<file path="src/rtl/core/ffhc_pkg.sv">
// shared types, constants and hash helpers for the form field hash classifier
`default_nettype none

package ffhc_pkg;

    localparam int MAX_BODY = 65535;

    localparam int HASH_W   = 32;
    localparam int OFFSET_W = 16;
    localparam int START_W  = 17;
    localparam int CLASS_W  = 2;
    localparam int CFG_IDX_W = 2;

    // byte offset saturates here on an overlong body
    localparam logic [OFFSET_W-1:0] OFFSET_LAST = OFFSET_W'(MAX_BODY - 1);

    localparam logic [7:0] CH_EQ  = 8'h3D;
    localparam logic [7:0] CH_AMP = 8'h26;

    localparam logic [CLASS_W-1:0] CLASS_INTERFACE = 2'd0;
    localparam logic [CLASS_W-1:0] CLASS_METHOD    = 2'd1;
    localparam logic [CLASS_W-1:0] CLASS_TYPES     = 2'd2;
    localparam logic [CLASS_W-1:0] CLASS_PARAM     = 2'd3;

    localparam logic [CFG_IDX_W-1:0] REG_INTERFACE_KEY = 2'd0;
    localparam logic [CFG_IDX_W-1:0] REG_METHOD_KEY    = 2'd1;
    localparam logic [CFG_IDX_W-1:0] REG_TYPES_KEY     = 2'd2;

    localparam int QUEUE_DEPTH = 4;
    localparam int QPTR_W = $clog2(QUEUE_DEPTH);
    localparam int QCNT_W = $clog2(QUEUE_DEPTH + 1);

    typedef struct packed {
        logic [HASH_W-1:0] iface;
        logic [HASH_W-1:0] method;
        logic [HASH_W-1:0] types;
    } keys_t;

    typedef struct packed {
        logic [CLASS_W-1:0]  cls;
        logic [START_W-1:0]  vs;
        logic [OFFSET_W-1:0] ve;
    } result_t;

    // one queue word: the results caused by one body byte
    typedef struct packed {
        result_t first;
        result_t second;
        logic    two;
    } entry_t;

    typedef struct packed {
        logic full;
        logic empty;
    } queue_status_t;

    // hash*131 + signed byte, as shift-adds
    function automatic logic [HASH_W-1:0] hash_step(input logic [HASH_W-1:0] h,
                                                    input logic [7:0] b);
        logic [HASH_W-1:0] sb;
        sb = {{(HASH_W - 8){b[7]}}, b};
        return (h << 7) + (h << 1) + h + sb;
    endfunction

    function automatic logic [CLASS_W-1:0] classify(input logic [HASH_W-1:0] h,
                                                   input keys_t k);
        logic [CLASS_W-1:0] c;
        priority if (h == k.iface)  c = CLASS_INTERFACE;
        else if (h == k.method)     c = CLASS_METHOD;
        else if (h == k.types)      c = CLASS_TYPES;
        else                        c = CLASS_PARAM;
        return c;
    endfunction

endpackage

`default_nettype wire

</file>
<file path="src/rtl/core/form_field_hash_classifier.sv">
// a body byte's results go into the queue, and from there its first result into the output register
// the sink takes each result from the output register, which holds it while the sink stalls
// one byte per cycle in, one result per cycle out, each unless stalled; a final '&' gives two results
// a four-word queue between parser and output lets input run while the output stalls
// the byte side stalls only when that queue is full
// reset clears key registers, parser state, the queue pointers and count, and the output valid flag
`default_nettype none

module form_field_hash_classifier (
    input  wire logic                            clk,
    input  wire logic                            rst_n,
    input  wire logic                            cfg_write,
    input  wire logic [ffhc_pkg::CFG_IDX_W-1:0]  cfg_index,
    input  wire logic [ffhc_pkg::HASH_W-1:0]     cfg_data,
    input  wire logic                            byte_valid,
    output logic                                 byte_stall,
    input  wire logic [7:0]                      data_byte,
    input  wire logic                            body_end,
    output logic                                 result_valid,
    input  wire logic                            result_stall,
    output logic [ffhc_pkg::CLASS_W-1:0]         field_class,
    output logic [ffhc_pkg::START_W-1:0]         value_start,
    output logic [ffhc_pkg::OFFSET_W-1:0]        value_end,
    output logic                                 run_last
);
    import ffhc_pkg::*;

    entry_t        push_entry;
    entry_t        head;
    queue_status_t status;
    logic          push;
    logic          pop;
    logic          take;

    assign byte_stall = status.full;
    assign take       = byte_valid && !status.full;

    ffhc_front u_front (
        .clk        (clk),
        .rst_n      (rst_n),
        .cfg_write  (cfg_write),
        .cfg_index  (cfg_index),
        .cfg_data   (cfg_data),
        .take       (take),
        .data_byte  (data_byte),
        .body_end   (body_end),
        .push       (push),
        .push_entry (push_entry)
    );

    ffhc_queue u_queue (
        .clk        (clk),
        .rst_n      (rst_n),
        .push       (push),
        .push_entry (push_entry),
        .pop        (pop),
        .head       (head),
        .status     (status)
    );

    ffhc_back u_back (
        .clk          (clk),
        .rst_n        (rst_n),
        .head         (head),
        .status       (status),
        .pop          (pop),
        .result_valid (result_valid),
        .result_stall (result_stall),
        .field_class  (field_class),
        .value_start  (value_start),
        .value_end    (value_end),
        .run_last     (run_last)
    );

endmodule

`default_nettype wire

</file>
<file path="src/rtl/core/ffhc_front.sv">
// front end: key registers, name hashing, field classing and span tracking
`default_nettype none

module ffhc_front (
    input  wire logic                            clk,
    input  wire logic                            rst_n,
    input  wire logic                            cfg_write,
    input  wire logic [ffhc_pkg::CFG_IDX_W-1:0]  cfg_index,
    input  wire logic [ffhc_pkg::HASH_W-1:0]     cfg_data,
    input  wire logic                            take,
    input  wire logic [7:0]                      data_byte,
    input  wire logic                            body_end,
    output logic                                 push,
    output ffhc_pkg::entry_t                     push_entry
);
    import ffhc_pkg::*;

    keys_t               keys_reg, keys_next;
    logic                in_value_reg, in_value_next;
    logic [HASH_W-1:0]   hash_reg, hash_next;
    logic [CLASS_W-1:0]  class_reg, class_next;
    logic [START_W-1:0]  start_reg, start_next;
    logic [OFFSET_W-1:0] offset_reg, offset_next;

    logic [START_W-1:0]  len17;
    logic [OFFSET_W-1:0] len16;
    logic [HASH_W-1:0]   hash_new;
    logic [CLASS_W-1:0]  class_cur;
    logic [CLASS_W-1:0]  class_new;
    logic [CLASS_W-1:0]  class_zero;
    logic                has_result;

    always_comb
    begin
        keys_next = keys_reg;
        if (cfg_write)
        begin
            unique case (cfg_index)
                REG_INTERFACE_KEY: keys_next.iface  = cfg_data;
                REG_METHOD_KEY:    keys_next.method = cfg_data;
                REG_TYPES_KEY:     keys_next.types  = cfg_data;
                default:           keys_next = keys_reg;
            endcase
        end
    end

    assign len17      = {1'b0, offset_reg} + START_W'(1);
    assign len16      = offset_reg + OFFSET_W'(1);
    assign hash_new   = hash_step(hash_reg, data_byte);
    assign class_cur  = classify(hash_reg, keys_reg);
    assign class_new  = classify(hash_new, keys_reg);
    assign class_zero = classify('0, keys_reg);

    always_comb
    begin
        in_value_next = in_value_reg;
        hash_next     = hash_reg;
        class_next    = class_reg;
        start_next    = start_reg;
        offset_next   = offset_reg;
        has_result    = 1'b0;
        push_entry    = '0;

        if (!in_value_reg)
        begin
            if (data_byte == CH_EQ)
            begin
                class_next    = class_cur;
                start_next    = len17;
                hash_next     = '0;
                in_value_next = 1'b1;
                has_result    = body_end;
                push_entry.first = '{cls: class_cur, vs: len17, ve: len16};
            end
            else
            begin
                hash_next  = hash_new;
                has_result = body_end;
                // tail field of an unfinished name
                push_entry.first = '{cls: class_new, vs: len17 + START_W'(1), ve: len16};
            end
        end
        else
        begin
            if (data_byte == CH_AMP)
            begin
                has_result    = 1'b1;
                in_value_next = 1'b0;
                hash_next     = '0;
                push_entry.first  = '{cls: class_reg, vs: start_reg, ve: offset_reg};
                push_entry.two    = body_end;
                push_entry.second = '{cls: class_zero, vs: len17 + START_W'(1), ve: len16};
            end
            else
            begin
                has_result = body_end;
                push_entry.first = '{cls: class_reg, vs: start_reg, ve: len16};
            end
        end

        if (body_end)
        begin
            in_value_next = 1'b0;
            hash_next     = '0;
            class_next    = CLASS_INTERFACE;
            start_next    = '0;
            offset_next   = '0;
        end
        else if (offset_reg < OFFSET_LAST)
        begin
            offset_next = len16;
        end
    end

    assign push = take && has_result;

    always_ff @(posedge clk or negedge rst_n)
    begin
        if (!rst_n)
        begin
            keys_reg     <= '0;
            in_value_reg <= 1'b0;
            hash_reg     <= '0;
            class_reg    <= CLASS_INTERFACE;
            start_reg    <= '0;
            offset_reg   <= '0;
        end
        else
        begin
            keys_reg <= keys_next;
            if (take)
            begin
                in_value_reg <= in_value_next;
                hash_reg     <= hash_next;
                class_reg    <= class_next;
                start_reg    <= start_next;
                offset_reg   <= offset_next;
            end
        end
    end

endmodule

`default_nettype wire

</file>
<file path="src/rtl/core/ffhc_queue.sv">
// short queue of result words between the front and back ends
`default_nettype none

module ffhc_queue (
    input  wire logic                    clk,
    input  wire logic                    rst_n,
    input  wire logic                    push,
    input  wire ffhc_pkg::entry_t        push_entry,
    input  wire logic                    pop,
    output ffhc_pkg::entry_t             head,
    output ffhc_pkg::queue_status_t      status
);
    import ffhc_pkg::*;

    entry_t              slots_reg [QUEUE_DEPTH];
    logic [QPTR_W-1:0]   wr_ptr_reg, wr_ptr_next;
    logic [QPTR_W-1:0]   rd_ptr_reg, rd_ptr_next;
    logic [QCNT_W-1:0]   count_reg, count_next;

    function automatic logic [QPTR_W-1:0] bump(input logic [QPTR_W-1:0] p);
        return (p == QPTR_W'(QUEUE_DEPTH - 1)) ? '0 : p + QPTR_W'(1);
    endfunction

    assign status.full  = (count_reg == QCNT_W'(QUEUE_DEPTH));
    assign status.empty = (count_reg == '0);
    assign head         = slots_reg[rd_ptr_reg];

    always_comb
    begin
        wr_ptr_next = push ? bump(wr_ptr_reg) : wr_ptr_reg;
        rd_ptr_next = pop ? bump(rd_ptr_reg) : rd_ptr_reg;
        unique case ({push, pop})
            2'b10:   count_next = count_reg + QCNT_W'(1);
            2'b01:   count_next = count_reg - QCNT_W'(1);
            default: count_next = count_reg;
        endcase
    end

    always_ff @(posedge clk)
    begin
        if (push)
        begin
            slots_reg[wr_ptr_reg] <= push_entry;
        end
    end

    always_ff @(posedge clk or negedge rst_n)
    begin
        if (!rst_n)
        begin
            wr_ptr_reg <= '0;
            rd_ptr_reg <= '0;
            count_reg  <= '0;
        end
        else
        begin
            wr_ptr_reg <= wr_ptr_next;
            rd_ptr_reg <= rd_ptr_next;
            count_reg  <= count_next;
        end
    end

`ifndef SYNTH
    a_no_push_full: assert property (@(posedge clk) disable iff (!rst_n)
        status.full |-> !push)
        else $error("queue written while full");
    a_no_pop_empty: assert property (@(posedge clk) disable iff (!rst_n)
        status.empty |-> !pop)
        else $error("queue read while empty");
    a_count_bound: assert property (@(posedge clk) disable iff (!rst_n)
        count_reg <= QCNT_W'(QUEUE_DEPTH))
        else $error("queue count beyond depth");
`endif

endmodule

`default_nettype wire

</file>
<file path="src/rtl/core/ffhc_back.sv">
// back end: splits queue words into single results behind an output register
`default_nettype none

module ffhc_back (
    input  wire logic                            clk,
    input  wire logic                            rst_n,
    input  wire ffhc_pkg::entry_t                head,
    input  wire ffhc_pkg::queue_status_t         status,
    output logic                                 pop,
    output logic                                 result_valid,
    input  wire logic                            result_stall,
    output logic [ffhc_pkg::CLASS_W-1:0]         field_class,
    output logic [ffhc_pkg::START_W-1:0]         value_start,
    output logic [ffhc_pkg::OFFSET_W-1:0]        value_end,
    output logic                                 run_last
);
    import ffhc_pkg::*;

    logic    out_valid_reg, out_valid_next;
    result_t out_reg, out_next;
    logic    out_last_reg, out_last_next;
    logic    pend_valid_reg, pend_valid_next;
    result_t pend_reg, pend_next;
    logic    out_free;

    assign out_free = !out_valid_reg || !result_stall;
    assign pop      = out_free && !pend_valid_reg && !status.empty;

    always_comb
    begin
        out_valid_next  = out_valid_reg;
        out_next        = out_reg;
        out_last_next   = out_last_reg;
        pend_valid_next = pend_valid_reg;
        pend_next       = pend_reg;
        if (out_free)
        begin
            priority if (pend_valid_reg)
            begin
                out_valid_next  = 1'b1;
                out_next        = pend_reg;
                out_last_next   = 1'b1;
                pend_valid_next = 1'b0;
            end
            else if (!status.empty)
            begin
                out_valid_next  = 1'b1;
                out_next        = head.first;
                out_last_next   = !head.two;
                pend_valid_next = head.two;
                pend_next       = head.second;
            end
            else
            begin
                out_valid_next = 1'b0;
            end
        end
    end

    always_ff @(posedge clk)
    begin
        out_reg      <= out_next;
        out_last_reg <= out_last_next;
        pend_reg     <= pend_next;
    end

    always_ff @(posedge clk or negedge rst_n)
    begin
        if (!rst_n)
        begin
            out_valid_reg  <= 1'b0;
            pend_valid_reg <= 1'b0;
        end
        else
        begin
            out_valid_reg  <= out_valid_next;
            pend_valid_reg <= pend_valid_next;
        end
    end

    assign result_valid = out_valid_reg;
    assign field_class  = out_reg.cls;
    assign value_start  = out_reg.vs;
    assign value_end    = out_reg.ve;
    assign run_last     = out_last_reg;

`ifndef SYNTH
    a_pend_behind_out: assert property (@(posedge clk) disable iff (!rst_n)
        pend_valid_reg |-> out_valid_reg)
        else $error("second result pending without a first on the output");
    a_first_has_second: assert property (@(posedge clk) disable iff (!rst_n)
        (out_valid_reg && !out_last_reg) |-> pend_valid_reg)
        else $error("non-final result with no second result behind it");
`endif

endmodule

`default_nettype wire

</file>
<file path="config.mk">
export PLATFORM = sky130hd
export DESIGN_NAME = form_field_hash_classifier
export DESIGN_NICKNAME = d
export VERILOG_FILES = /design/src/rtl/core/ffhc_pkg.sv /design/src/rtl/core/form_field_hash_classifier.sv /design/src/rtl/core/ffhc_front.sv /design/src/rtl/core/ffhc_queue.sv /design/src/rtl/core/ffhc_back.sv
export SDC_FILE = /design/constraint.sdc
export NUM_CORES = 1
export LEC_CHECK = 0
export BUFFER_PORTS_ARGS = -buffer_cell sky130_fd_sc_hd__buf_2
export CORE_ASPECT_RATIO = 1.4
export CORE_UTILIZATION = 40
export CTS_CLUSTER_DIAMETER = 60
export DETAILED_ROUTE_END_ITERATION = 6
export HOLD_SLACK_MARGIN = 0.03
export SLEW_MARGIN = 5
export SYNTH_ARGS = -nofsm -noshare
export SYNTH_HDL_FRONTEND = slang
export SYNTH_SLANG_ARGS = --single-unit
</file>
<file path="constraint.sdc">
create_clock -name clk -period 4.4 [get_ports clk]
set_input_delay 0.22 -clock clk [delete_from_list [all_inputs] [get_ports clk]]
set_output_delay 0.22 -clock clk [all_outputs]
set_load 0.01 [all_outputs]
</file>
==> results.md <==
- Multi-input gate area: 12200 um2
- DRT iter0 DRCs: 984
- Grt ovf: 0
- Startpoint of the worst register-to-register path: u_front.hash_reg[15]$_DFFE_PN0P_
- Yosys top cell area share: about two fifths
- Core area: between 60000 and 70000 um2
- Number of synthesized flops with an enable pin: 355
- I/O pins: 86
- Layout Area Growth over Synthesis: 24.6%
- Antenna cells: 0
- HPWL after DPL: approximately 60 mm
- Clock Pin Slew Worst Setup and Hold Paths: 0.06 ns
- Antenna violations before repair: 0
- Die Y: 311 um
- Syn Std Cell Area: 27200 um2
- Crit end category: flop
- CTS tree: done
- First-pass GRT wire length: around 120 mm
- Initial Util: 40.6%
- Die width: about 220 um
- Rows: 112
- Worst reg2reg setup slack: -0.26 ns
- H-tree levels: 2
- Slowest CP cell: or4_4
- DR pass1 iterations: 5
- Crit path arrival time: 5.00 ns
- # setup viols final: 8
- Post-Place Cells: 3167
- YS warnings: 0
- Critical Path RT: around 4.8 ns
- CP peak stage delay: 0.56 ns
- NumNets Final: roughly 2600
- Post-DRT Antenna Nets: 0
- CP Launch Type: flop
- Total CTS buffers: 52
- Critical path fanouts, max: 5
- Gate Count Post-Synth: 2036
- Max-cap violations: 0
- Largest net degree at the start of global routing: 85
- Synth Flop Type: edfxtp_1
- Post-synth top area cell: edfxtp_1
- IO buf count: 85
- Synth cell types: 85
- Wire length per cell: 24.2 um
- Setup CP Type: reg2reg
- GPL Wtd Cong: 0.967
- Sequential area share after synthesis: around 55%
- Status: finished, violations left
- Via density: 5.41
- Finished Layout Cells: 3328
- Post-synth top cells: 355 x edfxtp_1, 173 x dfrtp_1, 145 x xnor2_1, 134 x nand2_1, 133 x mux2_2
- Clock sink count: 528
- Total nets after synthesis: 2186
- Die area: 69000 um2
- Worst Hold Margin: 0.109 ns
- Longest Clk Path Bufs: 3
- CP Cell Sequence: inv_2, buf_4, fa_1, fa_1, inv_1, ha_1, buf_4, a21oi_4, o21ai_2, buf_12, mux2i_4, nor3_4, nand4_1, or4_4, a211oi_2, nand4_1, o31ai_4, a22oi_2
- Area contributors post-synth: edfxtp_1 39%, dfrtp_1 16%, mux4_2 5.9%
- Max Clock Skew: 0.0220 ns
- DRC Markers: 0
- Final Slew Violations: 0
- Vias in the first global route: 19600
- Upper clock frequency limit: 0.215 GHz
- # fillers: 5865
- HP Class: in2async
- Hold Vio Cnt, Final: 0
- Slew HR: between 20% and 30%
- Avg Cell Area, Syn: 13.4 um2
- GRT Util Overall: between 20% and 30%
- FFs w/ async S/R, synth: 32.8%
- Register area: 15000 um2
- Violated checks: setup timing
- Clk_lat worst skew: just over 0.6 ns
- Share of cells above drive strength 1: 35.3%
- Final Worst Setup Slack: -0.257 ns
- Worst Reg-to-Reg Cells: 18
- Root Driver: clkbuf_16
- Most instantiated library cell after synthesis: edfxtp_1
- Worst reg2reg path endpoint: u_queue.slots_reg[0][69]$_DFFE_PP_
- Fin crit period: 4.66 ns
- Max FFs per register: 284
- Period utilization: 106%
- Routed via count: between 15000 and 20000
- Detailed Route WL: 80.7 mm
- RSZ-0062 raised after global routing: yes
- Slew @ Worst Pin: 1.05 ns
- FF+latch count, synth: 528
-- cell usage in the layout (no fill, tap or decap), drive strengths merged, types with 6 or more instances in the layout --
cell type	n
buf	419
edfxtp	355
dfrtp	173
xnor2	146
nand2	134
mux2	133
xor2	122
inv	116
nor2	110
o21ai	82
mux4	71
clkbuf	66
fa	56
nor4	54
nand4	47
ha	46
a21oi	44
dlygate4sd3	34
a22o	23
nor3	23
o31ai	18
clkinv	15
nand3	13
nand2b	11
and3	9
and2	9
a21o	8
nor2b	8
xnor3	7
or3	7
a211oi	7
bufinv	6
-- cell type report --
class / count / area share [%]
clock inverters: 31 / 1.05
repair buffers: 453 / 10.2
clock buffers: 66 / 4.18
well taps: 855 / 3.16
flip-flops and latches: 528 / 44.3
multi-input cells: 1284 / 35.9
inverters: 111 / 1.25
-- repair_timing --
| item | CTS | global route |
|---|---|---|
| setup endpoints to repair | 8 | 8 |
| setup buffers | 21 | 9 |
| gates resized for setup | 119 | 40 |
| hold buffers | 35 | 0 |
| endpoints found under the hold margin | 219 | 0 |
| pin swaps | 32 | 16 |
-- through the flow --
step	area (um2)	utilization (%)	setup WS (ns)	setup TNS [ns]
after detailed placement	30800	45.9	-0.888	-6.92
after CTS	33600	50.2	-0.209	-1.66
final	33900	50.6	-0.257	-2.01
after global routing	33900	50.6	-0.406	-3.20
after global placement	30800	45.9	-0.872	-6.83
after floorplan	27300	-	-0.477	-3.78
-- logic make-up after synthesis --
family / synth area share, %
muxes: 11.5
AOI/OAI and AO/OA: 6.09
buffers and inverters: 3.23
adders and majority gates: 6.24
xor gates and xnor gates: 9.33
and+or+nand+nor: 8.49
DFF: 55.1
-- how the worst max path moves through the flow --
stage / start / end / slack, ns / depth (start not counted)
final: u_front.hash_reg[15]$_DFFE_PN0P_ / u_queue.slots_reg[0][69]$_DFFE_PP_ / -0.26 / 18
after CTS: u_front.hash_reg[1]$_DFFE_PN0P_ / u_queue.slots_reg[3][70]$_DFFE_PP_ / -0.21 / 20
after global routing: u_front.hash_reg[13]$_DFFE_PN0P_ / u_queue.slots_reg[0][69]$_DFFE_PP_ / -0.41 / 18
after global placement: data_byte[7] / u_queue.slots_reg[0][70]$_DFFE_PP_ / -0.87 / 19
after detailed placement: data_byte[7] / u_queue.slots_reg[3][70]$_DFFE_PP_ / -0.89 / 18
after floorplan: data_byte[7] / u_queue.slots_reg[0][69]$_DFFE_PP_ / -0.48 / 16
-- per-layer routing --
layer / vias to the layer above / global-route usage (%) / part of all wire, % / wire length [um]
li1: 8219 / - / - / -
met1: 9163 / 25.5 / 36 / 29400
met2: 406 / 43.7 / 53 / 42900
met3: 212 / 2.57 / 2.8 / 2240
met4: 0 / 15.7 / 7.6 / 6120
met5: - / 0 / 0 / 0
-- critical path: cells and delay by family (launching register included) --
| kind | cells | cell delay, ns |
|---|---|---|
| adder cells (fa/ha/maj) | 3 | 1.15 |
| AND/OR/NAND/NOR | 4 | 1.09 |
| AO/OA/AOI/OAI | 5 | 0.92 |
| buffers and inverters | 5 | 0.56 |
| flip-flops | 1 | 0.39 |
| multiplexers | 1 | 0.25 |
Power is left out: the tool's default activity adds up to more than one toggle a clock period on the data nets, which glitch-free logic cannot reach.
